### config.mk
export PLATFORM = sky130hd
export DESIGN_NAME = servo_scurve_step_profile
export DESIGN_NICKNAME = d
export VERILOG_FILES = /design/src/rtl/sscp_pkg.sv /design/src/rtl/sscp_front.sv /design/src/rtl/sscp_fifo.sv /design/src/rtl/sscp_back.sv /design/src/rtl/servo_scurve_step_profile.sv
export VERILOG_INCLUDE_DIRS = /design/src /design/src/rtl
export SDC_FILE = /design/constraint.sdc
export NUM_CORES = 2
export LEC_CHECK = 0
export CAP_MARGIN = 20
export CORE_ASPECT_RATIO = 1.5
export CORE_UTILIZATION = 25
export DETAILED_ROUTE_END_ITERATION = 10
export DONT_BUFFER_PORTS = 1
export PLACE_DENSITY = 0.45
export SLEW_MARGIN = 20
export SYNTH_ARGS = -nofsm -noshare
export SYNTH_HDL_FRONTEND = slang
export SYNTH_SLANG_ARGS = --single-unit
### constraint.sdc
create_clock -name clk -period 45.9 [get_ports clk]
set_input_delay 9.18 -clock clk [delete_from_list [all_inputs] [get_ports clk]]
set_output_delay 9.18 -clock clk [all_outputs]
set_load 0.1 [all_outputs]
### src/rtl/servo_scurve_step_profile_macros.svh
// ----------------------------------------------------------------------------
// servo_scurve_step_profile_macros.svh
// Assertion shorthands used by the S-curve step profile top level.
// ----------------------------------------------------------------------------
`ifndef SERVO_SCURVE_STEP_PROFILE_MACROS_SVH
`define SERVO_SCURVE_STEP_PROFILE_MACROS_SVH

// cond must hold whenever trig is seen at a clock edge
`define SSCP_ASSERT_IMPLIES(lbl, trig, cond, msg) \
  lbl: assert property (@(posedge clk) disable iff (!rst_n) (trig) |-> (cond)) else $error(msg);

// cond must hold in the cycle after trig
`define SSCP_ASSERT_NEXT(lbl, trig, cond, msg) \
  lbl: assert property (@(posedge clk) disable iff (!rst_n) (trig) |=> (cond)) else $error(msg);

`endif

### src/rtl/sscp_pkg.sv
// ----------------------------------------------------------------------------
// sscp_pkg
// Shared widths, constants, register map and types of the S-curve profiler.
// ----------------------------------------------------------------------------
package sscp_pkg;

  // step sequencing
  localparam int MAX_STEPS   = 64;
  localparam int NW          = $clog2(MAX_STEPS + 1);  // step count
  localparam int IW          = $clog2(MAX_STEPS);      // step index
  localparam int HW          = NW - 1;                 // half step count

  // payload widths
  localparam int ID_W        = 8;
  localparam int POS_W       = 10;
  localparam int DIST_W      = POS_W;
  localparam int TIME_W      = 16;
  localparam int FACTOR_W    = 8;
  localparam int STEP_CFG_W  = 7;

  localparam int IN_TDATA_W  = 32;
  localparam int OUT_TDATA_W = 40;

  // short move threshold
  localparam int NEAR_LIMIT  = 50;
  localparam int NEAR_W      = $clog2(NEAR_LIMIT);

  // fixed point
  localparam int Q_FRAC      = 16;
  localparam int Q_W         = Q_FRAC + 1;             // 0 .. 1.0 inclusive
  localparam int T3_W        = Q_W + 1;
  localparam int THREE_Q16   = 3 * (1 << Q_FRAC);

  // dist / n : quotient bits per cycle and cycles
  localparam int FDIV_STEPS  = 5;
  localparam int FDIV_CYCLES = DIST_W / FDIV_STEPS;
  localparam int FDIV_CW     = $clog2(FDIV_CYCLES);

  // k / h fraction : bits per cycle and cycles
  localparam int BDIV_STEPS  = 8;
  localparam int BDIV_CYCLES = Q_FRAC / BDIV_STEPS;
  localparam int BDIV_CW     = $clog2(BDIV_CYCLES);

  // descriptor queue, depth a power of two
  localparam int QUEUE_DEPTH = 2;
  localparam int QAW         = $clog2(QUEUE_DEPTH);
  localparam int QCW         = $clog2(QUEUE_DEPTH + 1);

  // register file
  localparam int CFG_AW      = 5;
  localparam int CFG_DW      = 32;

  localparam logic [FACTOR_W-1:0]   RST_MS_PER_UNIT  = FACTOR_W'(2);
  localparam logic [TIME_W-1:0]     RST_TIME_FLOOR   = TIME_W'(100);
  localparam logic [TIME_W-1:0]     RST_TIME_CEIL    = TIME_W'(2000);
  localparam logic [STEP_CFG_W-1:0] RST_STEP_COUNT   = STEP_CFG_W'(20);
  localparam logic [TIME_W-1:0]     RST_SLOW_DELAY   = TIME_W'(100);
  localparam logic [TIME_W-1:0]     RST_FAST_DELAY   = TIME_W'(20);

  typedef enum logic [2:0] {
    REG_MS_PER_UNIT = 3'd0,
    REG_TIME_FLOOR  = 3'd1,
    REG_TIME_CEIL   = 3'd2,
    REG_STEP_COUNT  = 3'd3,
    REG_SLOW_DELAY  = 3'd4,
    REG_FAST_DELAY  = 3'd5
  } reg_idx_t;

  typedef struct packed {
    logic [FACTOR_W-1:0]   ms_per_unit;
    logic [TIME_W-1:0]     time_floor;
    logic [TIME_W-1:0]     time_ceil;
    logic [STEP_CFG_W-1:0] step_count;
    logic [TIME_W-1:0]     slow_delay;
    logic [TIME_W-1:0]     fast_delay;
  } cfg_t;

  // one classified move, front to back
  typedef struct packed {
    logic              is_short;
    logic              up;
    logic [ID_W-1:0]   servo_id;
    logic [POS_W-1:0]  start_pos;
    logic [POS_W-1:0]  goal_pos;
    logic [DIST_W-1:0] size;
    logic [NW-1:0]     n;
    logic [TIME_W-1:0] move_time;
  } move_desc_t;

  typedef struct packed {
    logic full;
    logic empty;
  } q_flags_t;

  typedef enum logic [1:0] {
    F_IDLE,
    F_CLASS,
    F_DIV,
    F_PUSH
  } front_state_t;

  typedef enum logic [2:0] {
    B_IDLE,
    B_STEP,
    B_DIV,
    B_SQ,
    B_CUBE,
    B_SCALE,
    B_EMIT
  } back_state_t;

endpackage

### src/rtl/sscp_front.sv
// ----------------------------------------------------------------------------
// sscp_front
// Takes move requests, sorts short from long moves, works out the clamped
// time or the step size, and queues one descriptor per request.
// ----------------------------------------------------------------------------
module sscp_front
  import sscp_pkg::*;
(
  input  logic              clk,
  input  logic              rst_n,
  input  cfg_t              cfg,
  input  logic              in_valid,
  output logic              in_ready,
  input  logic [ID_W-1:0]   in_servo_id,
  input  logic [POS_W-1:0]  in_start_pos,
  input  logic [POS_W-1:0]  in_goal_pos,
  input  q_flags_t          q_flags,
  output logic              q_push,
  output move_desc_t        q_desc
);

  front_state_t            state_r, state_nxt;
  move_desc_t              desc_r;
  logic [DIST_W-1:0]       dq_r;
  logic [NW-1:0]           rem_r;
  logic [FDIV_CW-1:0]      cnt_r;

  logic                    up;
  logic [DIST_W-1:0]       span;
  logic                    near;
  logic [NW-1:0]           n_sat;
  logic [NEAR_W+FACTOR_W-1:0] prod;
  logic [TIME_W-1:0]       prod_t;
  logic [TIME_W-1:0]       short_time;
  logic [DIST_W-1:0]       div_d;
  logic [NW-1:0]           div_r;
  logic [NW:0]             div_t;
  logic [DIST_W-1:0]       size_calc;

  assign up   = desc_r.goal_pos > desc_r.start_pos;
  assign span = up ? desc_r.goal_pos - desc_r.start_pos
                   : desc_r.start_pos - desc_r.goal_pos;
  assign near = span < DIST_W'(NEAR_LIMIT);

  // step count saturated to 2..MAX_STEPS
  always_comb begin
    if (cfg.step_count < STEP_CFG_W'(2)) begin
      n_sat = NW'(2);
    end else if (int'(cfg.step_count) > MAX_STEPS) begin
      n_sat = NW'(MAX_STEPS);
    end else begin
      n_sat = NW'(cfg.step_count);
    end
  end

  // single command time, only meaningful when span is below the threshold
  assign prod   = span[NEAR_W-1:0] * cfg.ms_per_unit;
  assign prod_t = TIME_W'(prod);

  always_comb begin
    if (prod_t < cfg.time_floor) begin
      short_time = cfg.time_floor;
    end else if (prod_t > cfg.time_ceil) begin
      short_time = cfg.time_ceil;
    end else begin
      short_time = prod_t;
    end
  end

  // restoring divide span / n, FDIV_STEPS quotient bits per cycle
  always_comb begin
    div_d = dq_r;
    div_r = rem_r;
    div_t = '0;
    for (int j = 0; j < FDIV_STEPS; j++) begin
      div_t = {div_r, div_d[DIST_W-1]};
      div_d = {div_d[DIST_W-2:0], 1'b0};
      if (div_t >= {1'b0, desc_r.n}) begin
        div_r    = NW'(div_t - {1'b0, desc_r.n});
        div_d[0] = 1'b1;
      end else begin
        div_r = div_t[NW-1:0];
      end
    end
    size_calc = (div_d == '0) ? DIST_W'(1) : div_d;
  end

  always_ff @(posedge clk) begin
    if (!rst_n) begin
      state_r <= F_IDLE;
    end else begin
      state_r <= state_nxt;
    end
  end

  always_ff @(posedge clk) begin
    unique case (state_r)
      F_IDLE: begin
        if (in_valid) begin
          desc_r.servo_id  <= in_servo_id;
          desc_r.start_pos <= in_start_pos;
          desc_r.goal_pos  <= in_goal_pos;
        end
      end
      F_CLASS: begin
        desc_r.up        <= up;
        desc_r.is_short  <= near;
        desc_r.move_time <= short_time;
        desc_r.n         <= n_sat;
        desc_r.size      <= DIST_W'(1);
        dq_r             <= span;
        rem_r            <= '0;
        cnt_r            <= '0;
      end
      F_DIV: begin
        dq_r        <= div_d;
        rem_r       <= div_r;
        cnt_r       <= cnt_r + FDIV_CW'(1);
        desc_r.size <= size_calc;
      end
      F_PUSH: begin
      end
      default: begin
      end
    endcase
  end

  always_comb begin
    state_nxt = state_r;
    in_ready  = 1'b0;
    q_push    = 1'b0;
    unique case (state_r)
      F_IDLE: begin
        // no transfer while reset is held
        in_ready = rst_n;
        if (in_valid && in_ready) begin
          state_nxt = F_CLASS;
        end
      end
      F_CLASS: begin
        state_nxt = near ? F_PUSH : F_DIV;
      end
      F_DIV: begin
        if (cnt_r == FDIV_CW'(FDIV_CYCLES - 1)) begin
          state_nxt = F_PUSH;
        end
      end
      F_PUSH: begin
        if (!q_flags.full) begin
          q_push    = 1'b1;
          state_nxt = F_IDLE;
        end
      end
      default: begin
        state_nxt = F_IDLE;
      end
    endcase
  end

  assign q_desc = desc_r;

endmodule

### src/rtl/sscp_fifo.sv
// ----------------------------------------------------------------------------
// sscp_fifo
// Short descriptor queue between the request front end and the step engine.
// ----------------------------------------------------------------------------
module sscp_fifo
  import sscp_pkg::*;
(
  input  logic       clk,
  input  logic       rst_n,
  input  logic       push,
  input  move_desc_t push_desc,
  input  logic       pop,
  output move_desc_t pop_desc,
  output q_flags_t   flags
);

  move_desc_t       slot_r [QUEUE_DEPTH];
  logic [QAW-1:0]   wr_ptr_r;
  logic [QAW-1:0]   rd_ptr_r;
  logic [QCW-1:0]   count_r;

  always_ff @(posedge clk) begin
    if (push) begin
      slot_r[wr_ptr_r] <= push_desc;
    end
  end

  always_ff @(posedge clk) begin
    if (!rst_n) begin
      wr_ptr_r <= '0;
      rd_ptr_r <= '0;
      count_r  <= '0;
    end else begin
      if (push) begin
        wr_ptr_r <= wr_ptr_r + QAW'(1);
      end
      if (pop) begin
        rd_ptr_r <= rd_ptr_r + QAW'(1);
      end
      unique case ({push, pop})
        2'b10:   count_r <= count_r + QCW'(1);
        2'b01:   count_r <= count_r - QCW'(1);
        default: count_r <= count_r;
      endcase
    end
  end

  assign pop_desc    = slot_r[rd_ptr_r];
  assign flags.full  = (count_r == QCW'(QUEUE_DEPTH));
  assign flags.empty = (count_r == '0);

endmodule

### src/rtl/sscp_back.sv
// ----------------------------------------------------------------------------
// sscp_back
// Step engine: walks a queued move, one command at a time, with the smoothstep
// delay of long moves from a short divider and three registered multiplies.
// ----------------------------------------------------------------------------
module sscp_back
  import sscp_pkg::*;
(
  input  logic              clk,
  input  logic              rst_n,
  input  cfg_t              cfg,
  input  move_desc_t        q_desc,
  input  q_flags_t          q_flags,
  output logic              q_pop,
  output logic              out_valid,
  input  logic              out_ready,
  output logic [ID_W-1:0]   out_servo,
  output logic [POS_W-1:0]  out_pos,
  output logic [TIME_W-1:0] out_time,
  output logic              out_last
);

  back_state_t               state_r, state_nxt;
  move_desc_t                cur_r;
  logic [IW-1:0]             i_r;
  logic [POS_W-1:0]          pos_r;
  logic [POS_W-1:0]          nxt_pos_r;
  logic                      last_r;
  logic                      xint_r;
  logic [HW-1:0]             rem_r;
  logic [Q_FRAC-1:0]         frac_r;
  logic [BDIV_CW-1:0]        cnt_r;
  logic [2*Q_W-1:0]          sq_r;
  logic [Q_W-1:0]            s_r;
  logic [TIME_W+Q_W-1:0]     m_r;

  logic                      out_valid_r;
  logic [ID_W-1:0]           out_servo_r;
  logic [POS_W-1:0]          out_pos_r;
  logic [TIME_W-1:0]         out_time_r;
  logic                      out_last_r;

  logic [HW-1:0]             h;
  logic [NW-1:0]             i_ext;
  logic [NW-1:0]             k_full;
  logic [HW-1:0]             k;
  logic                      at_end;
  logic [POS_W-1:0]          gap;
  logic [POS_W-1:0]          step_pos;
  logic [POS_W-1:0]          next_pos;
  logic [HW-1:0]             div_r;
  logic [HW:0]               div_t;
  logic [Q_FRAC-1:0]         div_f;
  logic [Q_W-1:0]            x;
  logic [T3_W-1:0]           t3;
  logic [2*Q_W+T3_W-1:0]     cube;
  logic                      slow_ge;
  logic [TIME_W-1:0]         diff;
  logic [TIME_W+Q_FRAC+1:0]  v;
  logic [TIME_W-1:0]         delay;
  logic [TIME_W-1:0]         emit_time;
  logic                      slot_free;
  logic                      load;

  // step index folded around the middle: k = i below h, n-1-i after
  assign h      = cur_r.n[NW-1:1];
  assign i_ext  = NW'(i_r);
  assign k_full = cur_r.n - NW'(1) - i_ext;
  assign k      = (i_ext < {1'b0, h}) ? i_ext[HW-1:0] : k_full[HW-1:0];
  assign at_end = (i_ext == cur_r.n - NW'(1));

  // next position, capped at the goal
  assign gap      = cur_r.up ? cur_r.goal_pos - pos_r : pos_r - cur_r.goal_pos;
  assign step_pos = cur_r.up ? pos_r + cur_r.size : pos_r - cur_r.size;
  assign next_pos = (at_end || gap <= cur_r.size) ? cur_r.goal_pos : step_pos;

  // fraction bits of k/h, remainder always below h
  always_comb begin
    div_r = rem_r;
    div_f = frac_r;
    div_t = '0;
    for (int j = 0; j < BDIV_STEPS; j++) begin
      div_t = {div_r, 1'b0};
      div_f = {div_f[Q_FRAC-2:0], 1'b0};
      if (div_t >= {1'b0, h}) begin
        div_r    = HW'(div_t - {1'b0, h});
        div_f[0] = 1'b1;
      end else begin
        div_r = div_t[HW-1:0];
      end
    end
  end

  // s = x^2 * (3 - 2x), Q16
  assign x    = {xint_r, frac_r};
  assign t3   = T3_W'(THREE_Q16) - {x, 1'b0};
  assign cube = sq_r * t3;

  // delay = slow -/+ |slow - fast| * s
  assign slow_ge = cfg.slow_delay >= cfg.fast_delay;
  assign diff    = slow_ge ? cfg.slow_delay - cfg.fast_delay
                           : cfg.fast_delay - cfg.slow_delay;
  assign v       = slow_ge ? {2'b00, cfg.slow_delay, Q_FRAC'(0)} - {1'b0, m_r}
                           : {2'b00, cfg.slow_delay, Q_FRAC'(0)} + {1'b0, m_r};
  assign delay   = v[Q_FRAC+TIME_W-1:Q_FRAC];

  assign emit_time = cur_r.is_short ? cur_r.move_time : delay;
  assign slot_free = !out_valid_r || out_ready;
  assign load      = (state_r == B_EMIT) && slot_free;

  always_ff @(posedge clk) begin
    if (!rst_n) begin
      state_r <= B_IDLE;
    end else begin
      state_r <= state_nxt;
    end
  end

  always_ff @(posedge clk) begin
    unique case (state_r)
      B_IDLE: begin
        if (!q_flags.empty) begin
          cur_r     <= q_desc;
          i_r       <= '0;
          pos_r     <= q_desc.start_pos;
          nxt_pos_r <= q_desc.goal_pos;
          last_r    <= 1'b1;
        end
      end
      B_STEP: begin
        nxt_pos_r <= next_pos;
        last_r    <= (next_pos == cur_r.goal_pos);
        xint_r    <= (k == h);
        rem_r     <= (k == h) ? '0 : k;
        frac_r    <= '0;
        cnt_r     <= '0;
      end
      B_DIV: begin
        rem_r  <= div_r;
        frac_r <= div_f;
        cnt_r  <= cnt_r + BDIV_CW'(1);
      end
      B_SQ: begin
        sq_r <= x * x;
      end
      B_CUBE: begin
        s_r <= cube[2*Q_FRAC+Q_W-1:2*Q_FRAC];
      end
      B_SCALE: begin
        m_r <= diff * s_r;
      end
      B_EMIT: begin
        if (slot_free && !last_r) begin
          i_r   <= i_r + IW'(1);
          pos_r <= nxt_pos_r;
        end
      end
      default: begin
      end
    endcase
  end

  // output register: the engine only waits here when a command is unclaimed
  always_ff @(posedge clk) begin
    if (!rst_n) begin
      out_valid_r <= 1'b0;
    end else if (load) begin
      out_valid_r <= 1'b1;
    end else if (out_ready) begin
      out_valid_r <= 1'b0;
    end
  end

  always_ff @(posedge clk) begin
    if (load) begin
      out_servo_r <= cur_r.servo_id;
      out_pos_r   <= nxt_pos_r;
      out_time_r  <= emit_time;
      out_last_r  <= last_r;
    end
  end

  always_comb begin
    state_nxt = state_r;
    q_pop     = 1'b0;
    unique case (state_r)
      B_IDLE: begin
        if (!q_flags.empty) begin
          q_pop     = 1'b1;
          state_nxt = q_desc.is_short ? B_EMIT : B_STEP;
        end
      end
      B_STEP:  state_nxt = B_DIV;
      B_DIV: begin
        if (cnt_r == BDIV_CW'(BDIV_CYCLES - 1)) begin
          state_nxt = B_SQ;
        end
      end
      B_SQ:    state_nxt = B_CUBE;
      B_CUBE:  state_nxt = B_SCALE;
      B_SCALE: state_nxt = B_EMIT;
      B_EMIT: begin
        if (slot_free) begin
          state_nxt = last_r ? B_IDLE : B_STEP;
        end
      end
      default: state_nxt = B_IDLE;
    endcase
  end

  assign out_valid = out_valid_r;
  assign out_servo = out_servo_r;
  assign out_pos   = out_pos_r;
  assign out_time  = out_time_r;
  assign out_last  = out_last_r;

endmodule

### src/rtl/servo_scurve_step_profile.sv
// ----------------------------------------------------------------------------
// servo_scurve_step_profile
// Turns servo move requests into a run of S-curve timed servo commands.
// Input stream: one move request per transfer (servo id, start, goal).
// Output stream: one command per transfer (servo, position, time), tlast on
//   the final command of a request. A config port holds the six settings;
//   write them only while no request is in flight.
// Short moves (distance under 50) give one command; the front end takes no
//   new request until it has queued the descriptor of the last one.
// Long moves give up to N commands (N = saturated step_count). For each step
//   the step engine goes through B_STEP, the fraction divider in B_DIV, three
//   multiplies in B_SQ, B_CUBE and B_SCALE, and B_EMIT, where a stalled
//   receiver can hold it.
// A two-entry queue lets the front end classify the next request while the
//   step engine still works on the previous one.
// Reset (synchronous, rst_n low) empties the queue, drops any pending command
//   and loads the register defaults. A stalled receiver holds the command in
//   the output register; the step engine waits there, the queue fills and
//   then in_tready drops.
// ----------------------------------------------------------------------------
`include "servo_scurve_step_profile_macros.svh"

module servo_scurve_step_profile
  import sscp_pkg::*;
(
  input  logic                   clk,
  input  logic                   rst_n,

  // request stream
  input  logic                   in_tvalid,
  output logic                   in_tready,
  input  logic [IN_TDATA_W-1:0]  in_tdata,    // [7:0] servo_id, [17:8] start_pos,
                                              // [27:18] goal_pos, [31:28] zero

  // command stream
  output logic                   out_tvalid,
  input  logic                   out_tready,
  output logic [OUT_TDATA_W-1:0] out_tdata,   // [7:0] cmd_servo, [17:8] cmd_pos,
                                              // [33:18] cmd_time, [39:34] zero
  output logic                   out_tlast,   // last_cmd

  // register port
  input  logic                   cfg_psel,
  input  logic                   cfg_penable,
  input  logic                   cfg_pwrite,
  input  logic [CFG_AW-1:0]      cfg_paddr,
  input  logic [CFG_DW-1:0]      cfg_pwdata,
  output logic [CFG_DW-1:0]      cfg_prdata,
  output logic                   cfg_pready
);

  cfg_t              cfg_r;
  logic              cfg_wr;
  reg_idx_t          reg_idx;

  logic              q_push;
  logic              q_pop;
  move_desc_t        front_desc;
  move_desc_t        back_desc;
  q_flags_t          q_flags;

  logic [ID_W-1:0]   cmd_servo;
  logic [POS_W-1:0]  cmd_pos;
  logic [TIME_W-1:0] cmd_time;

  // --------------------------------------------------------------------------
  // Register file. Zero wait states; writes land on the access phase.
  // Addresses past the last register read zero and ignore writes.
  // --------------------------------------------------------------------------
  assign cfg_pready = 1'b1;
  assign cfg_wr     = cfg_psel && cfg_penable && cfg_pwrite && cfg_pready;
  assign reg_idx    = reg_idx_t'(cfg_paddr[CFG_AW-1:2]);

  always_ff @(posedge clk) begin
    if (!rst_n) begin
      cfg_r.ms_per_unit <= RST_MS_PER_UNIT;
      cfg_r.time_floor  <= RST_TIME_FLOOR;
      cfg_r.time_ceil   <= RST_TIME_CEIL;
      cfg_r.step_count  <= RST_STEP_COUNT;
      cfg_r.slow_delay  <= RST_SLOW_DELAY;
      cfg_r.fast_delay  <= RST_FAST_DELAY;
    end else if (cfg_wr) begin
      unique case (reg_idx)
        REG_MS_PER_UNIT: cfg_r.ms_per_unit <= cfg_pwdata[FACTOR_W-1:0];
        REG_TIME_FLOOR:  cfg_r.time_floor  <= cfg_pwdata[TIME_W-1:0];
        REG_TIME_CEIL:   cfg_r.time_ceil   <= cfg_pwdata[TIME_W-1:0];
        REG_STEP_COUNT:  cfg_r.step_count  <= cfg_pwdata[STEP_CFG_W-1:0];
        REG_SLOW_DELAY:  cfg_r.slow_delay  <= cfg_pwdata[TIME_W-1:0];
        REG_FAST_DELAY:  cfg_r.fast_delay  <= cfg_pwdata[TIME_W-1:0];
        default: begin
        end
      endcase
    end
  end

  always_comb begin
    unique case (reg_idx)
      REG_MS_PER_UNIT: cfg_prdata = CFG_DW'(cfg_r.ms_per_unit);
      REG_TIME_FLOOR:  cfg_prdata = CFG_DW'(cfg_r.time_floor);
      REG_TIME_CEIL:   cfg_prdata = CFG_DW'(cfg_r.time_ceil);
      REG_STEP_COUNT:  cfg_prdata = CFG_DW'(cfg_r.step_count);
      REG_SLOW_DELAY:  cfg_prdata = CFG_DW'(cfg_r.slow_delay);
      REG_FAST_DELAY:  cfg_prdata = CFG_DW'(cfg_r.fast_delay);
      default:         cfg_prdata = '0;
    endcase
  end

  // --------------------------------------------------------------------------
  // Front end: classify the request, clamp time or divide out the step size.
  // --------------------------------------------------------------------------
  sscp_front u_front (
    .clk          (clk),
    .rst_n        (rst_n),
    .cfg          (cfg_r),
    .in_valid     (in_tvalid),
    .in_ready     (in_tready),
    .in_servo_id  (in_tdata[7:0]),
    .in_start_pos (in_tdata[17:8]),
    .in_goal_pos  (in_tdata[27:18]),
    .q_flags      (q_flags),
    .q_push       (q_push),
    .q_desc       (front_desc)
  );

  // descriptor queue decouples request intake from command generation
  sscp_fifo u_fifo (
    .clk       (clk),
    .rst_n     (rst_n),
    .push      (q_push),
    .push_desc (front_desc),
    .pop       (q_pop),
    .pop_desc  (back_desc),
    .flags     (q_flags)
  );

  // --------------------------------------------------------------------------
  // Step engine: positions, smoothstep or clamped delays, one command per step.
  // --------------------------------------------------------------------------
  sscp_back u_back (
    .clk       (clk),
    .rst_n     (rst_n),
    .cfg       (cfg_r),
    .q_desc    (back_desc),
    .q_flags   (q_flags),
    .q_pop     (q_pop),
    .out_valid (out_tvalid),
    .out_ready (out_tready),
    .out_servo (cmd_servo),
    .out_pos   (cmd_pos),
    .out_time  (cmd_time),
    .out_last  (out_tlast)
  );

  assign out_tdata = {6'b000000, cmd_time, cmd_pos, cmd_servo};

  // --------------------------------------------------------------------------
  // Checks
  // --------------------------------------------------------------------------
  `SSCP_ASSERT_IMPLIES(a_queue_no_overflow, q_push, !q_flags.full, "push into full queue")
  `SSCP_ASSERT_IMPLIES(a_queue_no_underflow, q_pop, !q_flags.empty, "pop from empty queue")
  `SSCP_ASSERT_NEXT(a_front_busy, in_tvalid && in_tready, !in_tready, "request taken while busy")

endmodule

==> impl_metrics.csv <==
group,metric,value,unit
floorplanning,coreArea,257300,µm²
setup_path,crit_path_start_kind,"input pin",
clocking,postCtsResizedCells,0,
timing,fin_skew,0.07287,ns
drt,wl_per_cell,17.58,µm
place,dpl.hpwl,137000,µm
flow_run,max_cap_viol_count,0,
drt,detail-route-antenna-nets,0,
setup_path,worst-r2r-setup-slack,27.06,ns
synthesis,yosysTopAreaCell,"fa_1",
synthesis,synth-seq-cells,518,
place,pre_cts_slack,25.48,ns
timing,tightest_slew,1.168,ns
clocking,ctsHoldBuffers,0,
timing,rsz0062_at_grt,"no",
clocking,cts_sinks,518,
timing,max_freq,49.50,MHz
finish,drive_gt1_frac,0.05890,
clocking,htree_levels,2,
synthesis,netlist_top_cells_area,"fa_1 28%, edfxtp_1 20%, ha_1 12%",
grt,grt_pass1_vias,49885,
synthesis,synth_warnings,0,
timing,setup_ws,25.70,ns
clocking,clock_path_buffers,3,
finish,area_delta_synth_final,10.07,%
timing,whs,0.4164,ns
setup_path,crit_type,"input pin to output pin",
synthesis,yosysUniqueCellTypes,93,
setup_path,reg2reg_from,"u_back.cur_r[18]$_DFFE_PP_",
clocking,cts-buffers-inserted,58,
clocking,clk_latency,0.73,ns
drt,drcViolationCount,0,
setup_path,crit_path_end_kind,"output pin",
floorplanning,die_area,260900,µm²
synthesis,synthFlopType,"edfxtp_1",
floorplanning,start_util,0.2515,
setup_path,cpPeakStageDelay,0.91,ns
drt,viasPerCell,4.436,
synthesis,synth_top_cell_area_share,0.2821,
drt,dr.pass1.iters,5,
timing,hold_viol,0,
drt,routed_wl,176100,µm
floorplanning,die_x,417.4,µm
timing,setup_viol,0,
min_path,hold_path.class,"register to register",
setup_path,crit_start,"cfg_paddr[2]",
run_status,run_status,"finished, final reports clean",
synthesis,synth_edf_count,428,
timing,period_minus_slack,20.20,ns
setup_path,cp_max_fo,37,
clocking,clk_pin_slew,0.07,ns
timing,max-slew-margin-rel,0.2232,
place,io_buffer_count,0,
timing,fin_crit_sh,0.4401,
min_path,hp-start,"u_back.cur_r[53]$_DFFE_PP_",
synthesis,synthCells,6595,
setup_path,required,36.72,ns
synthesis,async_flop_share,0,
clocking,clock-root-buffer,"clkbuf_16",
setup_path,cp_data_arrival_time,11.02,ns
clocking,postCtsSetupRepairBufs,0,
finish,final_nets,8119,
synthesis,synth_common_cells,"1,228 x inv_1, 912 x fa_1, 849 x nand2_1",
timing,tns,0,ns
clocking,cts_tree,"yes",
setup_path,crit_chain,"inv_1 > nor2_1 > a22oi_1 > o22ai_2",
synthesis,synth.most_common_cell,"inv_1",
synthesis,syn_area,64720,µm²
grt,grt_pass1_wl,279800,µm
grt,grt_max_degree,93,
grt,antenna_found_initial,3,
floorplanning,ios,152,
drt,drt_iter0_markers,1796,
synthesis,synth-seq-area-share,0.2264,
drt,via_count,44454,
grt,grt_usage,0.1370,
floorplanning,rows,228,
synthesis,synth_area_per_cell,9.813,µm²
timing,slew_viol_final,0,
finish,fin_util,0.2768,
floorplanning,die_h,625.1,µm
grt,overflow,0,
place,place_congestion,0.8464,
setup_path,cpMaxStageDelayCell,"o22ai_2",
-- registers in the layout, summed over array words and instances (netlist names), 6 cells and up, named ones only --
register          flops
u_fifo.slot_r       126
cfg_r                79
u_front.q_desc       63
u_back.cur_r         53
u_back.sq_r          33
u_back.m_r           32
u_back.s_r           17
u_back.frac_r        16
u_back.out_time      16
u_back.nxt_pos_r     10
u_back.out_pos       10
u_back.pos_r         10
u_front.dq_r         10
u_back.out_servo      8
u_front.rem_r         7
u_back.i_r            6
u_back.rem_r          6
-- stage by stage --
stage / instance area [µm²] / std cells
6_report: 71230 / 10022
3_5_place_dp: 69120 / 9911
4_1_cts: 71230 / 10020
2_1_floorplan: 64850 / 6630
3_3_place_gp: 69110 / 9910
5_1_grt: 71230 / 10021
-- cell usage in the layout, fill, tap and decap left out, types with 20 or more instances in the layout --
master	n
a211oi_1	22
a21boi_0	66
a21o_1	103
a21oi_1	197
a31oi_1	20
and2_1	377
buf_4	94
clkbuf_16	59
conb_1	37
dfxtp_1	89
edfxtp_1	428
fa_1	912
ha_1	610
inv_1	1227
mux2_2	107
mux2i_1	121
nand2_1	849
nand2b_1	46
nand3_1	37
nand4_1	21
nor2_1	222
nor2b_1	81
nor3_1	48
o211ai_1	22
o21a_1	44
o21ai_0	115
o21bai_1	34
or3_1	20
xnor2_1	173
xor2_1	55
-- routing by layer --
metal  up-vias  share of wire  wire length (µm)  track usage
li1      20815              -                 -            -
met1     22740           0.37             65220       0.1421
met5         -              0                 0            0
met3       257          0.024              4281      0.01145
met2       642           0.57            101100       0.2819
met4         0          0.032              5571      0.04359
-- cell type report --
cell class	count	area (µm²)
fillers	27371	186100
multi-input cells	4616	44810
flip-flops and latches	518	14660
inverters	1232	4624
well taps	3450	4317
clock buffers	66	1523
repair buffers	95	716.9
clock inverters	43	579.3
diodes	2	5.005
-- worst max-delay path, delay by kind of cell --
kind,cells,cell delay (ns)
simple gates,1,0.60
compound gates,2,1.14
buf+inv,1,0.09
-- worst paths after layout --
check                                       end  depth (start not counted)
setup / recovery                 cfg_prdata[14]                          4
hold / removal    u_back.out_servo[0]$_DFFE_PP_                          0
setup reg to reg      u_back.rem_r[5]$_DFFE_PP_                         70
hold reg to reg   u_back.out_servo[0]$_DFFE_PP_                          0
-- logic make-up (layout without fill, tap and decap cells) --
logic type | after synthesis | count (layout) | share of synthesized area
AND/OR/NAND/NOR | 1793 | 1793 | 0.1317
adder cells (fa/ha/maj) | 1522 | 1522 | 0.4000
buffers and inverters | 1496 | 1436 | 0.08824
AO/OA/AOI/OAI | 786 | 786 | 0.08207
flip-flops | 518 | 518 | 0.2264
XOR/XNOR | 248 | 248 | 0.03356
multiplexers | 230 | 230 | 0.03780
other | 2 | 39 | 0.0001160
Power is left out: the tool's default activity adds up to more than one toggle a clock period on the data nets, which glitch-free logic cannot reach.
